`src/rtl/core/rsx_pkg.sv`:
```
// Shared constants, types and helpers of the execute unit.
package rsx_pkg;

  localparam int MEM_WORDS   = 1024;
  localparam int REG_COUNT   = 32;
  localparam int MEM_AW      = $clog2(MEM_WORDS);
  localparam int RF_AW       = $clog2(REG_COUNT);
  localparam int QUEUE_DEPTH = 2;
  localparam int QUEUE_AW    = $clog2(QUEUE_DEPTH);

  localparam logic [3:0] OP_ADD  = 4'd0;
  localparam logic [3:0] OP_SUB  = 4'd1;
  localparam logic [3:0] OP_ADDI = 4'd2;
  localparam logic [3:0] OP_LI   = 4'd3;
  localparam logic [3:0] OP_BNE  = 4'd4;
  localparam logic [3:0] OP_BEQ  = 4'd5;
  localparam logic [3:0] OP_BLT  = 4'd6;
  localparam logic [3:0] OP_BGT  = 4'd7;
  localparam logic [3:0] OP_J    = 4'd8;
  localparam logic [3:0] OP_LW   = 4'd9;
  localparam logic [3:0] OP_SW   = 4'd10;
  localparam logic [3:0] OP_NOP  = 4'd11;

  typedef enum logic [3:0] {
    EK_ADD, EK_SUB, EK_ADDI, EK_LI,
    EK_BNE, EK_BEQ, EK_BLT, EK_BGT,
    EK_J, EK_LW, EK_SW, EK_NOP
  } exec_kind_t;

  typedef struct packed {
    exec_kind_t  kind;
    logic        writes_reg;
    logic [4:0]  dest_reg;
    logic [4:0]  src_reg_a;
    logic [4:0]  src_reg_b;
    logic [31:0] immediate;
    logic [15:0] target;
  } instr_t;

  typedef struct packed {
    logic empty;
    logic full;
  } q_stat_t;

  typedef struct packed {
    logic clearing;
    logic pop;
  } back_stat_t;

  // Register index inside the implemented file.
  function automatic logic reg_ok(input logic [4:0] idx);
    reg_ok = ({1'b0, idx} < 6'(REG_COUNT));
  endfunction

endpackage

```
`src/rtl/core/rsx_front.sv`:
```
// Front end: request handshake and instruction classification.
module rsx_front import rsx_pkg::*; (
  input  logic        req_valid,
  output logic        req_stall,
  input  logic [3:0]  req_type,
  input  logic [4:0]  dest_reg,
  input  logic [4:0]  src_reg_a,
  input  logic [4:0]  src_reg_b,
  input  logic [31:0] immediate,
  input  logic [15:0] label_line,
  input  q_stat_t     q_stat,
  input  back_stat_t  b_stat,
  output logic        push,
  output instr_t      instr
);

  exec_kind_t kind;

  always_comb begin
    case (req_type)
      OP_ADD:  kind = EK_ADD;
      OP_SUB:  kind = EK_SUB;
      OP_ADDI: kind = EK_ADDI;
      OP_LI:   kind = EK_LI;
      OP_BNE:  kind = EK_BNE;
      OP_BEQ:  kind = EK_BEQ;
      OP_BLT:  kind = EK_BLT;
      OP_BGT:  kind = EK_BGT;
      OP_J:    kind = EK_J;
      OP_LW:   kind = EK_LW;
      OP_SW:   kind = EK_SW;
      OP_NOP:  kind = EK_NOP;
      default: kind = EK_NOP;  // undefined codes act as nop
    endcase
  end

  always_comb begin
    instr.kind       = kind;
    instr.writes_reg = ((kind == EK_ADD) || (kind == EK_SUB) || (kind == EK_ADDI) ||
                        (kind == EK_LI) || (kind == EK_LW)) && reg_ok(dest_reg);
    instr.dest_reg   = dest_reg;
    instr.src_reg_a  = src_reg_a;
    instr.src_reg_b  = src_reg_b;
    instr.immediate  = immediate;
    instr.target     = label_line + 16'd1;
  end

  assign req_stall = q_stat.full || b_stat.clearing;
  assign push      = req_valid && !req_stall;

endmodule

```
`config.mk`:
```
export PLATFORM = sky130hd
export DESIGN_NAME = rsx_front
export DESIGN_NICKNAME = d
export VERILOG_FILES = /design/src/rtl/core/rsx_pkg.sv /design/src/rtl/core/rsx_front.sv
export SDC_FILE = /design/constraint.sdc
export NUM_CORES = 1
export LEC_CHECK = 0
export ABC_CLOCK_PERIOD_IN_PS = 900
export BUFFER_PORTS_ARGS = -buffer_cell sky130_fd_sc_hd__buf_2
export CAP_MARGIN = 20
export CORE_ASPECT_RATIO = 1.25
export CORE_MARGIN = 2
export CORE_UTILIZATION = 23
export DETAILED_ROUTE_END_ITERATION = 12
export PLACE_DENSITY = 0.85
export SLEW_MARGIN = 20
export SYNTH_ARGS = -nofsm -noshare
export SYNTH_HDL_FRONTEND = slang
export SYNTH_SLANG_ARGS = --single-unit
```
`constraint.sdc`:
```
create_clock -name vclk -period 0.9
set_input_delay 0.135 -clock vclk [all_inputs]
set_output_delay 0.135 -clock vclk [all_outputs]
set_load 0.1 [all_outputs]
```
### After elaboration in Yosys (flattened, before gate mapping)

Memories as Yosys holds them, arrays and structs flattened.
Index checks and enable logic that the tools add are counted.

| storage, ports and cells | value |
|---|---|
| logic and storage cells | 14 |
| bits in registers | 0 |
| input port bits | 72 |
| memory bits (read-only) | 64 |
| bits in latches | 0 |
| memories | 1 |
| output and inout bits | 70 |
| bits in writable memories | 0 |

Memory list:

| name | depth | bits a word | read ports | clocked after Yosys merged registers in | wr ports | line | text |
|---|---|---|---|---|---|---|---|
| (name not given) | 16 | 4 | 1 | 0 | 0 | rsx_front.sv:20 | `case (req_type)` |

| cells by class | value |
|---|---|
| reductions and logical operators | 8 |
| bitwise logic cells | 0 |
| multiply operators | 0 |
| add/subtract/negate cells | 1 |
| magnitude comparators | 0 |
| shift operators | 0 |
| multiplexer cells | 0 |
| eq/ne operators | 4 |
| divide/modulo/power cells | 0 |

Operator list:

| kind | number |
|---|---|
| adder 16 x 1 -> 16 bit (second input constant) | 1 |
| equality test 4 x 2 -> 1 bit (second input constant) | 2 |
| logical OR 1 bit | 5 |
| equality test 4 x 1 -> 1 bit (second input constant) | 1 |
| equality test 4 bit (second input constant) | 1 |
| zero test 4 bit | 1 |
| logical AND 1 bit | 1 |
| zero test 1 bit | 1 |

### Longest topological paths before layout

An unclocked memory read counts as a cell.

| depth | value |
|---|---|
| depth after elaboration | 6 |
| depth in mapped cells | 4 |
| gate-level depth less buffers | 4 |

### Least setup slack after synthesis

OpenSTA, ideal clock, no wires.

| timing | value |
|---|---|
| path kind | input to output |
| start | input port label_line[0] |
| end | output port instr[12] (netlist bit) |
| path slack | -1.411 ns |
| data required time | 0.765 ns |
| data arrival time | 2.176 ns |
| cell stages on the path | 4 |
| buffers on the path | 0 |
| path through | ha_1 nand3_1 nor3_1 xnor2_1 |

RTL lines:

| item | line | text |
|---|---|---|
| start: declaration | rsx_front.sv:10 | `input logic [15:0] label_line,` |
| end: declaration | rsx_front.sv:14 | `output instr_t instr` |

==> run summary <==
CP Class -> in -> out
Effective utilization at floorplan -> 23.97%
Power, Total -> 1.262 mW
Worst endpoint data arrival time -> 1.28 ns
Placer congestion estimate -> 0.7323
Number of iterations in the first detailed-routing pass -> 2
Synthesized-area fraction occupied by ao, oa, aoi and oai cells -> 2.862%
Cell Pwr Density -> 712.1 nW/um^2
Post-route minimum period -> 1.412 ns
Total non-filler cell area in the finished layout -> 1772 um^2
Largest family of logic cells by synthesized area -> buffers and inverters
Pin count of the biggest net entering global routing -> 8
Synth Area in Adders -> 1.789%
Wire length of the first global-routing pass -> 5071 um
Cell count after synthesis -> 97
Yosys Warn Count -> 0
Proportion of synthesized chip area in sequential cells -> 0%
Leakage power figure -> 0.7707 nW
DIE HEIGHT -> 65.66 um
IO Pins -> 142
Worst path setup slack after routing -> -0.5122 ns
Hold Crit Class -> in -> out
Number of vias per cell -> 4.616
Antenna-violating nets left -> 0
Via count of the first global-routing pass -> 866
Antenna violations before repair -> 0
Fin crit share -> 156.9%
Die outline width -> 53.33 um
Pin slew with the least headroom to its limit -> 0.3339 ns
CP delay by family, top -> buffers and inverters
Hold buffer count at cts -> 0
Tightest slew margin relative to the limit -> 77.57%
Cell types with the largest area share after synthesis -> sky130_fd_sc_hd__buf_4 (52%), sky130_fd_sc_hd__xor2_1 (13%), sky130_fd_sc_hd__xnor2_1 (5.0%)
Area of the die -> 3501 um^2
Core Area -> 2918 um^2
Count of different cell masters after synthesis -> 19
Sum of net half-perimeters after detailed placement -> 2588 um
Post-synthesis mux area share -> 0%
Clock buffer instance count of the final layout -> 0
Sequential Area -> 0 um^2
Kind of end point of the critical path -> output pin
Share of synthesized cell area in and, or, nand and nor gates -> 23.61%
Cell area reported after detailed placement -> 1513 um^2
Area growth from synthesis to layout -> 153.3%
Failing checks -> setup timing
Peak per-stage delay on the critical path -> 0.32 ns
Iteration-0 DRC Markers -> 5
Count of flip-flops and latches -> 0
Global-route usage over all layers -> 20.20%
Max Fclk -> 0.7081 GHz
Area of the mapped netlist -> 699.4 um^2
Master of the slowest instance on the critical path -> sky130_fd_sc_hd__nor4_4
Total number of nets in the final design -> 203
Worst path bufs/invs -> 3
Number of antenna repair diodes -> 0
GRT overflow -> 0
Rows -> 22
Area share of the largest cell type after synthesis -> 51.52%
Residual DRC count -> 0
Final-report hold violation count -> 0
Setup WS pre-CTS -> -0.6351 ns
Worst EP required -> 0.76 ns
Post-synth top area cell -> sky130_fd_sc_hd__buf_4
Post-synthesis net count -> 170
Vias post-DR -> 757
# Max-Cap Violations -> 0
Crit-path cells -> buf_2 -> nand4_1 -> buf_6 -> nor4_4 -> xor2_4 -> buf_12
Synthesized area per cell -> 7.211 um^2
Final routed wirelength across all metal layers -> 3557 um
Port-buffer cells -> 46
Layout cell share with drive strength beyond 1 -> 89.84%
Maximum fanout count along the critical path -> 4
Final count of pins violating max slew -> 0
Average wire length per cell after detail routing -> 21.69 um
Unrepaired setup endpoints after global routing -> yes
Critical Path Start Type -> primary input
Highest ir drop seen on vdd -> 490.4 uV
Synth Area in XOR/XNOR -> 17.53%
Outcome -> finished, violations left
# setup viols final -> 15
where the power goes:
group | switching [mW] | internal, mW | total (mW) | leakage (nW)
Sequential | 0 | 0 | 0 | 0
Combinational | 0.756 | 0.505 | 1.26 | 0.771
Clock | 0 | 0 | 0 | 0
cell families after synthesis:
family,count (synthesis)
compound gates,3
simple gates,26
buf+inv,53
xor+xnor,14
fa+ha+maj,1
per-stage QoR:
stage | util, % | setup TNS (ns) | std cells | hold slack, ns
after floorplan | - | -6.625 | 97 | 0.3638
after global placement | 51.84 | -5.889 | 156 | 0.2707
after detailed placement | 51.84 | -6.343 | 156 | 0.2707
after CTS | 58.58 | -5.113 | 162 | 0.2707
after global routing | 60.72 | -5.880 | 164 | 0.2701
final | 60.72 | -5.150 | 164 | 0.2700
Yosys cell counts (all sizes together):
library cell	instances
inv	5
xor2	10
nand2	3
xnor2	4
nor4	3
nor2b	1
nand4	3
a21oi	1
a21o	2
nor3	4
nand3	5
or2	1
nand2b	1
ha	1
buf	48
nor2	5
area by class of cell:
class / instances / area, um^2
Timing Repair Buffer: 79 / 960.9
Tap cell: 36 / 45.04
Inverter: 5 / 18.77
Fill cell: 201 / 1146
Multi-Input combinational cell: 44 / 747.0
cell usage in the layout, fill, tap and decap left out, types with 3 or more instances in the layout:
| cell | count |
|---|---|
| sky130_fd_sc_hd__xor2_4 | 10 |
| sky130_fd_sc_hd__xnor2_4 | 4 |
| sky130_fd_sc_hd__buf_2 | 11 |
| sky130_fd_sc_hd__buf_12 | 25 |
| sky130_fd_sc_hd__nand2_1 | 3 |
| sky130_fd_sc_hd__inv_1 | 5 |
| sky130_fd_sc_hd__buf_6 | 16 |
| sky130_fd_sc_hd__buf_4 | 24 |
| sky130_fd_sc_hd__buf_8 | 3 |
| sky130_fd_sc_hd__nor2_4 | 4 |
routing by layer:
metal  share of wire (%)  wire (um)  track usage [%]
met5                   0          0                0
met4                 3.4        122            5.449
met3                  15        535            10.45
met2                  53       1869            37.50
met1                  29       1029            18.49
what timing repair did:
item                       4_1_cts  5_1_grt
setup endpoints to repair       16       15
resized for setup               38        9
pin swaps                       22        7
buffers inserted                 6        3
worst paths after layout:
check / from / to / slack, ns / depth (start not counted)
setup / recovery: label_line[9] / instr[14] / -0.51 / 6
hold / removal: immediate[2] / instr[18] / 0.27 / 0
No activity file was read; power rests on OpenSTA's default activity.
