$ cat config.mk
export PLATFORM = sky130hd
export DESIGN_NAME = rsx_queue
export DESIGN_NICKNAME = d
export VERILOG_FILES = /design/src/rtl/core/rsx_pkg.sv /design/src/rtl/core/rsx_queue.sv
export SDC_FILE = /design/constraint.sdc
export NUM_CORES = 1
export LEC_CHECK = 0
export BUFFER_PORTS_ARGS = -buffer_cell sky130_fd_sc_hd__buf_4
export CAP_MARGIN = 30
export CORE_MARGIN = 4
export CORE_UTILIZATION = 45
export CTS_BUF_LIST = sky130_fd_sc_hd__clkbuf_2
export CTS_CLUSTER_SIZE = 10
export DETAILED_ROUTE_END_ITERATION = 10
export PLACE_DENSITY = 0.73
export SLEW_MARGIN = 20
export SYNTH_ARGS = -nofsm -noshare
export SYNTH_HDL_FRONTEND = slang
export SYNTH_SLANG_ARGS = --single-unit
$ cat constraint.sdc
create_clock -name clk -period 3.7 [get_ports clk]
set_input_delay 0.37 -clock clk [delete_from_list [all_inputs] [get_ports clk]]
set_output_delay 0.37 -clock clk [all_outputs]
set_load 0.01 [all_outputs]
$ cat src/rtl/core/rsx_pkg.sv
// Shared constants, types and helpers of the execute unit.
package rsx_pkg;

  localparam int MEM_WORDS   = 1024;
  localparam int REG_COUNT   = 32;
  localparam int MEM_AW      = $clog2(MEM_WORDS);
  localparam int RF_AW       = $clog2(REG_COUNT);
  localparam int QUEUE_DEPTH = 2;
  localparam int QUEUE_AW    = $clog2(QUEUE_DEPTH);

  localparam logic [3:0] OP_ADD  = 4'd0;
  localparam logic [3:0] OP_SUB  = 4'd1;
  localparam logic [3:0] OP_ADDI = 4'd2;
  localparam logic [3:0] OP_LI   = 4'd3;
  localparam logic [3:0] OP_BNE  = 4'd4;
  localparam logic [3:0] OP_BEQ  = 4'd5;
  localparam logic [3:0] OP_BLT  = 4'd6;
  localparam logic [3:0] OP_BGT  = 4'd7;
  localparam logic [3:0] OP_J    = 4'd8;
  localparam logic [3:0] OP_LW   = 4'd9;
  localparam logic [3:0] OP_SW   = 4'd10;
  localparam logic [3:0] OP_NOP  = 4'd11;

  typedef enum logic [3:0] {
    EK_ADD, EK_SUB, EK_ADDI, EK_LI,
    EK_BNE, EK_BEQ, EK_BLT, EK_BGT,
    EK_J, EK_LW, EK_SW, EK_NOP
  } exec_kind_t;

  typedef struct packed {
    exec_kind_t  kind;
    logic        writes_reg;
    logic [4:0]  dest_reg;
    logic [4:0]  src_reg_a;
    logic [4:0]  src_reg_b;
    logic [31:0] immediate;
    logic [15:0] target;
  } instr_t;

  typedef struct packed {
    logic empty;
    logic full;
  } q_stat_t;

  typedef struct packed {
    logic clearing;
    logic pop;
  } back_stat_t;

  // Register index inside the implemented file.
  function automatic logic reg_ok(input logic [4:0] idx);
    reg_ok = ({1'b0, idx} < 6'(REG_COUNT));
  endfunction

endpackage

$ cat src/rtl/core/rsx_queue.sv
// Short instruction queue between front and back end.
module rsx_queue import rsx_pkg::*; (
  input  logic    clk,
  input  logic    rst,
  input  logic    push,
  input  instr_t  push_data,
  input  logic    pop,
  output instr_t  head,
  output q_stat_t q_stat
);

  instr_t                entries [QUEUE_DEPTH];
  logic [QUEUE_AW-1:0]   wr_ptr;
  logic [QUEUE_AW-1:0]   rd_ptr;
  logic [QUEUE_AW:0]     count;

  assign head         = entries[rd_ptr];
  assign q_stat.empty = (count == '0);
  assign q_stat.full  = (count == (QUEUE_AW+1)'(QUEUE_DEPTH));

  always_ff @(posedge clk) begin
    if (push) begin
      entries[wr_ptr] <= push_data;
    end
    if (rst) begin
      wr_ptr <= '0;
      rd_ptr <= '0;
      count  <= '0;
    end else begin
      if (push) begin
        wr_ptr <= (wr_ptr == QUEUE_AW'(QUEUE_DEPTH-1)) ? '0 : wr_ptr + 1'b1;
      end
      if (pop) begin
        rd_ptr <= (rd_ptr == QUEUE_AW'(QUEUE_DEPTH-1)) ? '0 : rd_ptr + 1'b1;
      end
      case ({push, pop})
        2'b10:   count <= count + 1'b1;
        2'b01:   count <= count - 1'b1;
        default: count <= count;
      endcase
    end
  end

endmodule

; Word-level counts from Yosys, hierarchy flattened
; Memory sizes are Yosys's and may differ from the RTL's. A register that Yosys moved wholly into a read port is not among the register bits.
; Cells that the tools add are included.
[op_classes]
n_lt_le_gt_ge = 0
n_bitwise = 0
muxes = 7
n_shift = 0
mul = 0
div_mod_pow = 0
eq_ne = 3
reduce_logical = 2
add_sub_neg = 4
[op_table]
columns = cell, count
row1 = 1-bit two-way mux, 6
row2 = "2-bit equality test, second input constant", 2
row3 = 2-bit one-hot mux with 2 select lines, 1
row4 = "1-bit adder, second input constant", 2
row5 = "2-bit by 1-bit adder with 2-bit output, second input constant", 1
row6 = "2-bit by 1-bit equality test with 1-bit output, second input constant", 1
row7 = 2-bit logical NOT, 1
row8 = 2-bit nonzero test, 1
row9 = "2-bit by 1-bit subtractor with 2-bit output, second input constant", 1
[totals]
regBits = 4
output_inout_bits = 70
in_bits = 72
latchBits = 0
mem_bits_rw = 136
mem_count = 1
mem_bits_ro = 0
[memory_table]
columns = memory, depth, word_bits, rd, rd_ports_with_merged_regs, wr, line_no
row1 = entries, 2, 68, 1, 1, 1, rsx_queue.sv:12  ; instr_t entries [QUEUE_DEPTH];

; Longest topological paths before layout
; Gate-level depths: netlist of the first run.
[logic_depth]
ltp_word = 4
ltp_mapped = 5

; Worst setup path after synthesis of the first run
; OpenSTA, ideal clock, no wires.
[synth_timing]
path_kind = input to register
startpoint = input push
endpoint = memory entries[0][0] in the netlist's numbering (enable)
path_stages = 2
setup_time_ns = 0.496
slack_ns = -0.076
t_arrival_ns = 3.280
path_buffers = 0
path_cell_list = inv_1 -> nor2_1
[synth_via]
elab_chain_len = 2
[synth_lines]
columns = item, line_no
row1 = "start, declared", rsx_queue.sv:5  ; input logic push,
row2 = 1-bit two-way mux, rsx_queue.sv:22  ; if (push) begin
row3 = 1-bit two-way mux (not written as such), rsx_queue.sv:23  ; entries[wr_ptr] <= push_data;
row4 = "end, declared", rsx_queue.sv:12
; Every way passes these cells.

==> results.ini, run 1 <==
[detailed_routing]
antenna_left = 0
wl_per_cell_um = 16.3
drc = 0
vias_per_cell = 4.73
first_pass_iters = 4
drt_wl_total_um = 9950
drtIter0Drc = 98
vias = 2896

[synthesis]
post-synth-top-area-cell = edfxtp_1
synth_top_area_share_pct = 79.9
ys_seq_elements = 141
synthCells = 234
synth_area_um2 = 5110
syn_nets = 307
yosysUniqueCellTypes = 15
seq_area_frac_synth_pct = 81.8
synth.avg_cell_area_um2 = 21.9
yosys-top-cells-area = edfxtp_1 (80%), mux2_2 (15%), dfxtp_1 (2.0%)
ys_warn_count = 0

[sta]
fin_worst_skew_ps = 22.4
setup_tns_ps = 0
finalCritPeriodShare_pct = 69.7
slew_violations = 0
grt_setup_unrepaired = no
hold_violations = 0
maxSlewHeadroom_pct = 38.9
finalSetupViolCount = 0
tightest_slew_ps = 917
fmax_ghz = 0.387
period_needed_ps = 2580
timing.final.ws_setup_ps = 1120

[critical_path]
arrival_ps = 2210
critPathMaxStageDelay_ps = 990
critPathLaunchType = register
crit_required_ps = 3330
crit_chain = mux2_2 > buf_4
crit_fanout = 68
crit_type = register to output port
slowest_stage = dfxtp_4
worst_setup_path_end_kind = output port

[cts]
cts_buffers = 17
clkTransAtPathRegs_ps = 190
clk_latency_ps = 630
clock-root-buffer = clkbuf_2
cts_tree = built
cts.sinks = 141
clockBufferDepth = 2
htree_levels = 4

[global_routing]
grt_max_degree = 69
grt_pass1_wl_um = 15500
antenna_found_initial = 0
grt_pass1_vias = 3185
grt.total_usage_pct = 15.7
grt_overflow = 0

[flow_run]
cap_violations = 0

[floorplan]
initial_core_util_pct = 46.6
coreArea_um2 = 11000
die_w_um = 115
die_h_um = 115
io_pins = 142
die_area_um2 = 13100
num_rows = 38

[status]
status = finished, final reports clean

[final_layout]
syn_to_final_growth_pct = 42.1
drive_above_1_share_pct = 51.9
most-common-layout-cells = buf_4 (141), edfxtp_1 (136), dlygate4sd3_1 (72)
final_common_cell = buf_4
nFillCells = 752
antenna_cells = 0
fin_area_um2 = 7270
nets = 533

[placed_design]
dpl-instance-area_um2 = 6320
io_buffers = 141
place_hpwl_um = 5750
place_congestion = 0.722
preCtsSetupSlack_ps = 1720

[power]
vdd_ir_drop_max_uv = 330
power_density_nw_per_um2 = 441
p_leak_uw = 0.00276

[hold_path]
hold_path_class = input pin to register

==> where the power goes <==
| part | internal, µW | switching (µW) | total [µW] |
|---|---|---|---|
| sequential | 1860 | 51.2 | 1910 |
| combinational | 295 | 195 | 490 |
| clock | 306 | 496 | 802 |
==> synthesized netlist by cell type (all sizes together) <==
master	n
a21oi	1
and2	1
and2b	1
buf	8
dfxtp	5
edfxtp	136
ha	1
inv	1
mux2	68
nor2	6
o21ai	1
or3	1
xnor2	3
xor2	1
==> registers in the layout, summed over array words and instances, names as in the netlist, named ones only <==
signal   count
rd_ptr       1
count        2
wr_ptr       1
entries    136
==> cell families after synthesis <==
logic type	count (synthesis)	share of synthesized area (%)
simple gates	9	0.857
mux	68	15.0
compound gates	2	0.196
flops	141	81.8
fa+ha+maj	1	0.245
buf+inv	9	1.22
xor+xnor	4	0.685
==> cell type report <==
type                       instances  area [µm²]  share of cell area, %
tap                              140         175                   2.41
multi-input combinational         84         877                   12.1
sequential                       141        4190                   57.6
inverter                           1        3.75                 0.0517
timing repair buffer             215        1820                   25.0
clock buffer                      21         105                   1.45
clock inverter                    10        98.8                   1.36
==> metal layers <==
metal / track usage, % / vias to the layer above / share of wire [%]
met1: 17.8 / 1411 / 40
met3: 5.34 / 11 / 6.6
li1: - / 1368 / -
met5: 0 / - / 0
met2: 27.7 / 106 / 52
met4: 5.38 / 0 / 1.1
==> path summary, 6_finish.rpt <==
check                start             end  slack (ps)  cells past startpoint
max               register        head[27]        1120                      2
max reg2reg         wr_ptr   entries[0][9]        1940                      2
min reg2reg       count[1]        count[1]         550                      2
min          push_data[52]  entries[1][52]         450                      2
==> critical path: cells and delay by family (launching register included) <==
kind	cells	cell delay [ps]
multiplexers	1	430
buffers and inverters	1	150
flip-flops	1	990
==> per-stage QoR <==
| stage | hold slack, ps | utilization (%) | total power, µW | std cells |
|---|---|---|---|---|
| after floorplan | 439 | - | 2140 | 234 |
| after global placement | 475 | 57.6 | 2370 | 508 |
| after detailed placement | 520 | 57.6 | 2380 | 508 |
| after CTS | 367 | 66.0 | 3240 | 611 |
| after global routing | 356 | 66.2 | 3360 | 612 |
| final | 446 | 66.2 | 3200 | 612 |
==> repair_timing <==
action	CTS	global route
gates resized for setup	0	0
endpoints found under the hold margin	141	0
setup buffers	0	0
hold buffers	72	0
Note: power is estimated with default switching activity, not from simulation.
==> run 2: changes to the inputs <==
- ABC_AREA: unset -> 1
- clock period: 3.7 -> 2.24 ns (I/O delays scaled with it)
==> results.ini, run 2 <==
[floorplan]
initial_core_util_pct = 45.9
die_area_um2 = 13400
coreArea_um2 = 11400
io_pins = 142
die_h_um = 116
num_rows = 39
die_w_um = 116

[placed_design]
place_hpwl_um = 6070
io_buffers = 141
placed_cells = 526
place_congestion = 0.711
preCtsSetupSlack_ps = 740

[global_routing]
antenna_found_initial = 0
grt_pass1_vias = 3275
grt_max_degree = 69
grt_pass1_wl_um = 15900
grt.total_usage_pct = 16.0
grt_overflow = 0

[sta]
grt_setup_unrepaired = no
finalCritPeriodShare_pct = 93.4
setup_tns_ps = 0
period_needed_ps = 2090
hold_violations = 0
timing.final.ws_setup_ps = 147
maxSlewHeadroom_pct = 59.6
fmax_ghz = 0.478
fin_worst_skew_ps = 37.4
slew_violations = 0
finalSetupViolCount = 0
tightest_slew_ps = 606

[cts]
cts_tree = built
clkTransAtPathRegs_ps = 210
cts_buffers = 17
clock-root-buffer = clkbuf_2
clockBufferDepth = 2
htree_levels = 4
clk_latency_ps = 650
cts.sinks = 141

[synthesis]
yosysMostFrequentCell = edfxtp_1
syn_nets = 318
synthCells = 245
yosys-top-cells-area = edfxtp_1 (78%), mux2_2 (10%), mux2_4 (5.7%)
synth_top_area_share_pct = 78.2
yosys-top-cells-count = edfxtp_1 (136), mux2_2 (48), mux2_4 (20)
seq_area_frac_synth_pct = 80.1
post-synth-top-area-cell = edfxtp_1
ys_seq_elements = 141
synth_area_um2 = 5220
ys_async_sr_fraction_pct = 0
synth_edf_count = 136
yosysUniqueCellTypes = 16
ys_warn_count = 0
synth.avg_cell_area_um2 = 21.3
synth_flop_cell = edfxtp_1

[final_layout]
final_cell_count_no_fill = 631
regMostFlops = entries
nets = 548
nFillCells = 818
syn_to_final_growth_pct = 42.7
final_common_cell = buf_4
drive_above_1_share_pct = 50.7
most-common-layout-cells = buf_4 (145), edfxtp_1 (136), dlygate4sd3_1 (72)
reg_top3 = entries x136, count x2
largest_reg_flops = 136

[flow_run]
cap_violations = 0

[critical_path]
worst_setup_path_end_kind = output port
slowest_stage = dfxtp_4
crit_required_ps = 2020
crit_fanout = 34
critPathLaunchType = register
arrival_ps = 1870
crit_chain = clkbuf_16 > mux2_2 > buf_4
critPathMaxStageDelay_ps = 420
crit_type = register to output port

[status]
status = finished, final reports clean

[hold_path]
hold_path_class = input pin to register

[power]
p_sw_share_pct = 23.0
p_leak_uw = 0.00290
combPwrFrac_pct = 15.8
seq_power_share_pct = 57.1
p_int_uw = 4160
power_density_nw_per_um2 = 725
power_uw = 5400
p_sw_uw = 1240
clock_power_share_pct = 27.1
vdd_ir_drop_max_uv = 454

[detailed_routing]
vias_per_cell = 4.71
drtIter0Drc = 175
drc = 0
first_pass_iters = 6
drt_wl_total_um = 10500
antenna_left = 0
wl_per_cell_um = 16.6
vias = 2970

## run 2: changes by cell type after synthesis, moves of 2 or more
| cell | previous run | this run |
|---|---|---|
| nand2_1 | 0 | 5 |
| mux2_2 | 68 | 48 |
| mux2_4 | 0 | 20 |
| xnor2_1 | 3 | 1 |
| nor2_1 | 6 | 10 |
| inv_1 | 1 | 7 |
| buf_8 | 0 | 2 |
## run 2: logic make-up (layout without fill, tap and decap cells)
logic type | Yosys count | after routing | synth area share, %
AO/OA/AOI/OAI | 2 | 2 | 0.191
XOR/XNOR | 1 | 1 | 0.168
adder cells (fa/ha/maj) | 1 | 1 | 0.240
buffers and inverters | 15 | 257 | 1.89
flip-flops | 141 | 141 | 80.1
multiplexers | 68 | 68 | 16.1
other | 0 | 1 | 0
AND/OR/NAND/NOR | 17 | 17 | 1.29
## run 2: per-layer routing
metal / track usage (%) / part of all wire (%)
met4: 6.26 / 1.7
met3: 5.38 / 6.1
met1: 17.6 / 39
met5: 0 / 0
met2: 28.7 / 53
## run 2: area by class of cell
cell class | count | area, µm² | area share, %
Antenna cell | 1 | 2.50 | 0.0336
Clock buffer | 19 | 95.1 | 1.28
Clock inverter | 12 | 148 | 1.98
Inverter | 7 | 26.3 | 0.353
Multi-Input combinational cell | 89 | 951 | 12.8
Sequential cell | 141 | 4190 | 56.2
Tap cell | 143 | 179 | 2.40
Timing Repair Buffer | 219 | 1860 | 25.0
## run 2: path summary, 6_finish.rpt
path | start | to | slack [ps] | depth (start not counted)
worst max-delay path | register | head[59] | 150 | 3
worst min-delay path | push_data[14] | entries[0][14] | 280 | 2
worst min register to register | count[1] | count[1] | 540 | 2
worst max register to register | wr_ptr | entries[1][53] | 780 | 3
## run 2: what timing repair did
item | CTS | global route
hold buffers | 72 | 0
gates resized for setup | 2 | 0
pin swaps | 0 | 0
setup endpoints to repair | 13 | 48
cloned | 0 | 1
setup buffers | 0 | 0
hold endpoints to repair | 141 | 0
## run 2: worst max-delay path: cells and delay by family, from the launching register on
family	cells	cell delay, ps
buf+inv	2	420
flops	1	420
mux	1	370
## run 2: stage by stage
| step | instance area, µm² | utilization, % | hold WS, ps |
|---|---|---|---|
| 6_report | 7450 | 65.5 | 281 |
| 5_1_grt | 7450 | 65.5 | 180 |
| 4_1_cts | 7420 | 65.3 | 204 |
| 3_5_place_dp | 6450 | 56.7 | 411 |
| 3_3_place_gp | 6450 | 56.7 | 409 |
| 2_1_floorplan | 5230 | - | 296 |
## run 2: power by group through the flow
| stage | Sequential (µW) | Combinational (µW) | Clock [µW] |
|---|---|---|---|
| after global placement | 3140 | 729 | 0 |
| final | 3090 | 855 | 1460 |
| after global routing | 3100 | 919 | 1650 |
| after floorplan | 3140 | 382 | 0 |
| after detailed placement | 3140 | 740 | 0 |
| after CTS | 3080 | 850 | 1510 |
==> run 3: changes to the inputs <==
- CORE_UTILIZATION: 45 -> 25
- PLACE_DENSITY: 0.73 -> unset
- RECOVER_POWER: unset -> 25
==> results.ini, run 3 (synthesis gave the netlist of run 2 again) <==
[sta]
finalSetupViolCount = 0
fin_worst_skew_ps = 24.5
slew_violations = 0
maxSlewHeadroom_pct = 64.3
hold_violations = 0
tightest_slew_ps = 536
grt_setup_unrepaired = yes
fmax_ghz = 0.476
period_needed_ps = 2100
finalCritPeriodShare_pct = 93.7

[floorplan]
die_w_um = 153
io_pins = 142
initial_core_util_pct = 25.6
coreArea_um2 = 20400
num_rows = 52
die_h_um = 153
die_area_um2 = 23300

[critical_path]
worst_setup_path_end_kind = output port
crit_required_ps = 2020
arrival_ps = 1870
crit_fanout = 34
critPathLaunchType = register
crit_type = register to output port

[final_layout]
antenna_cells = 0
drive_above_1_share_pct = 49.5
nets = 549
regMostFlops = entries
most-common-layout-cells = edfxtp_1 (136), buf_4 (101), dlygate4sd3_1 (72)
final_common_cell = edfxtp_1
reg_top3 = entries x136, count x2
syn_to_final_growth_pct = 46.5
largest_reg_flops = 136
final_cell_count_no_fill = 757
nFillCells = 1890
post-route-util_pct = 37.6

[cts]
cts_tree = built
clk_latency_ps = 660
clock-root-buffer = clkbuf_2
clkTransAtPathRegs_ps = 210
cts_buffers = 17
clockBufferDepth = 2
cts.sinks = 141
htree_levels = 4

[power]
p_sw_uw = 1290
p_leak_uw = 0.00290
clock_power_share_pct = 30.3
p_int_uw = 4370
power_density_nw_per_um2 = 740
combPwrFrac_pct = 15.1
p_sw_share_pct = 22.8
seq_power_share_pct = 54.5
vdd_ir_drop_max_uv = 286

[global_routing]
grt_pass1_vias = 3362
grt_max_degree = 37
grt.total_usage_pct = 9.63
antenna_found_initial = 0
grt_pass1_wl_um = 17400
grt_overflow = 0

[placed_design]
place_hpwl_um = 7120
place_congestion = 0.691
io_buffers = 141
placed_cells = 655

[status]
status = finished, final reports clean

[hold_path]
hold_path_class = input pin to register

[detailed_routing]
drtIter0Drc = 77
vias = 2986
antenna_left = 0
drc = 0
first_pass_iters = 4
drt_wl_total_um = 11000
wl_per_cell_um = 14.5
vias_per_cell = 3.94

[flow_run]
cap_violations = 0

==> run 3: cell types whose count changed in the layout (fill, tap and decap cells not counted), sizes merged <==
| cell | previous run | this run |
|---|---|---|
| buf | 146 | 108 |
| clkbuf | 20 | 57 |
| bufinv | 3 | 5 |
| clkinv | 6 | 8 |
| clkinvlp | 3 | 1 |
| diode | 1 | 0 |
| inv | 7 | 6 |
==> run 3: layout make-up <==
type	count	area [µm²]	share of cell area, %
clock buffers	17	85.1	1.11
clock inverters	13	199	2.60
inverters	7	27.5	0.360
multi-input cells	89	947	12.4
flip-flops and latches	141	4190	54.7
well taps	270	338	4.42
repair buffers	220	1870	24.4
==> run 3: per-stage QoR <==
| stage | setup slack (ps) | instance area [µm²] | hold WS (ps) | total power, µW | setup TNS, ps |
|---|---|---|---|---|---|
| 6_report | 141 | 7650 | 280 | 5660 | 0 |
| 5_1_grt | -56.5 | 7650 | 136 | 5950 | -965 |
| 4_1_cts | 11.3 | 7650 | 149 | 5760 | 0 |
| 3_5_place_dp | 693 | 6640 | 412 | 3910 | 0 |
| 3_3_place_gp | 696 | 6640 | 408 | 3890 | 0 |
| 2_1_floorplan | 42.9 | 5230 | 296 | 3520 | 0 |
==> run 3: critical path: stages (launching register included) <==
cell and delay (ps):
dfxtp_4 430, buf_16 210, mux2_2 380, buf_4 140
==> run 3: path summary, 6_finish.rpt <==
| check | start | endpoint | slack, ps | depth (start not counted) |
|---|---|---|---|---|
| max | register | head[58] | 140 | 3 |
| min | push_data[11] | entries[0][11] | 280 | 2 |
| max reg2reg | wr_ptr | entries[1][38] | 760 | 3 |
| min reg2reg | wr_ptr | wr_ptr | 570 | 2 |
==> run 3: routing by layer <==
layer	vias up	share of wire [%]	global-route usage, %
li1	1410	-	-
met2	106	51	16.6
met4	0	1.4	3.78
met3	12	6.3	3.75
met5	-	0	0
met1	1458	42	10.8
==> run 3: power by group through the flow <==
stage / registers, µW / logic [µW] / clock network, µW
CTS: 3090 / 873 / 1800
detailed placement: 3150 / 763 / 0
finish: 3080 / 857 / 1720
global placement: 3140 / 750 / 0
floorplan: 3140 / 382 / 0
global route: 3100 / 924 / 1930
==> run 3: what timing repair did <==
| item | CTS | global route |
|---|---|---|
| resized for setup | 2 | 6 |
| cloned | 0 | 0 |
| hold buffers | 72 | 0 |
| endpoints found under the hold margin | 141 | 0 |
| endpoints found under the setup margin | 34 | 51 |
| buffers inserted | 0 | 0 |
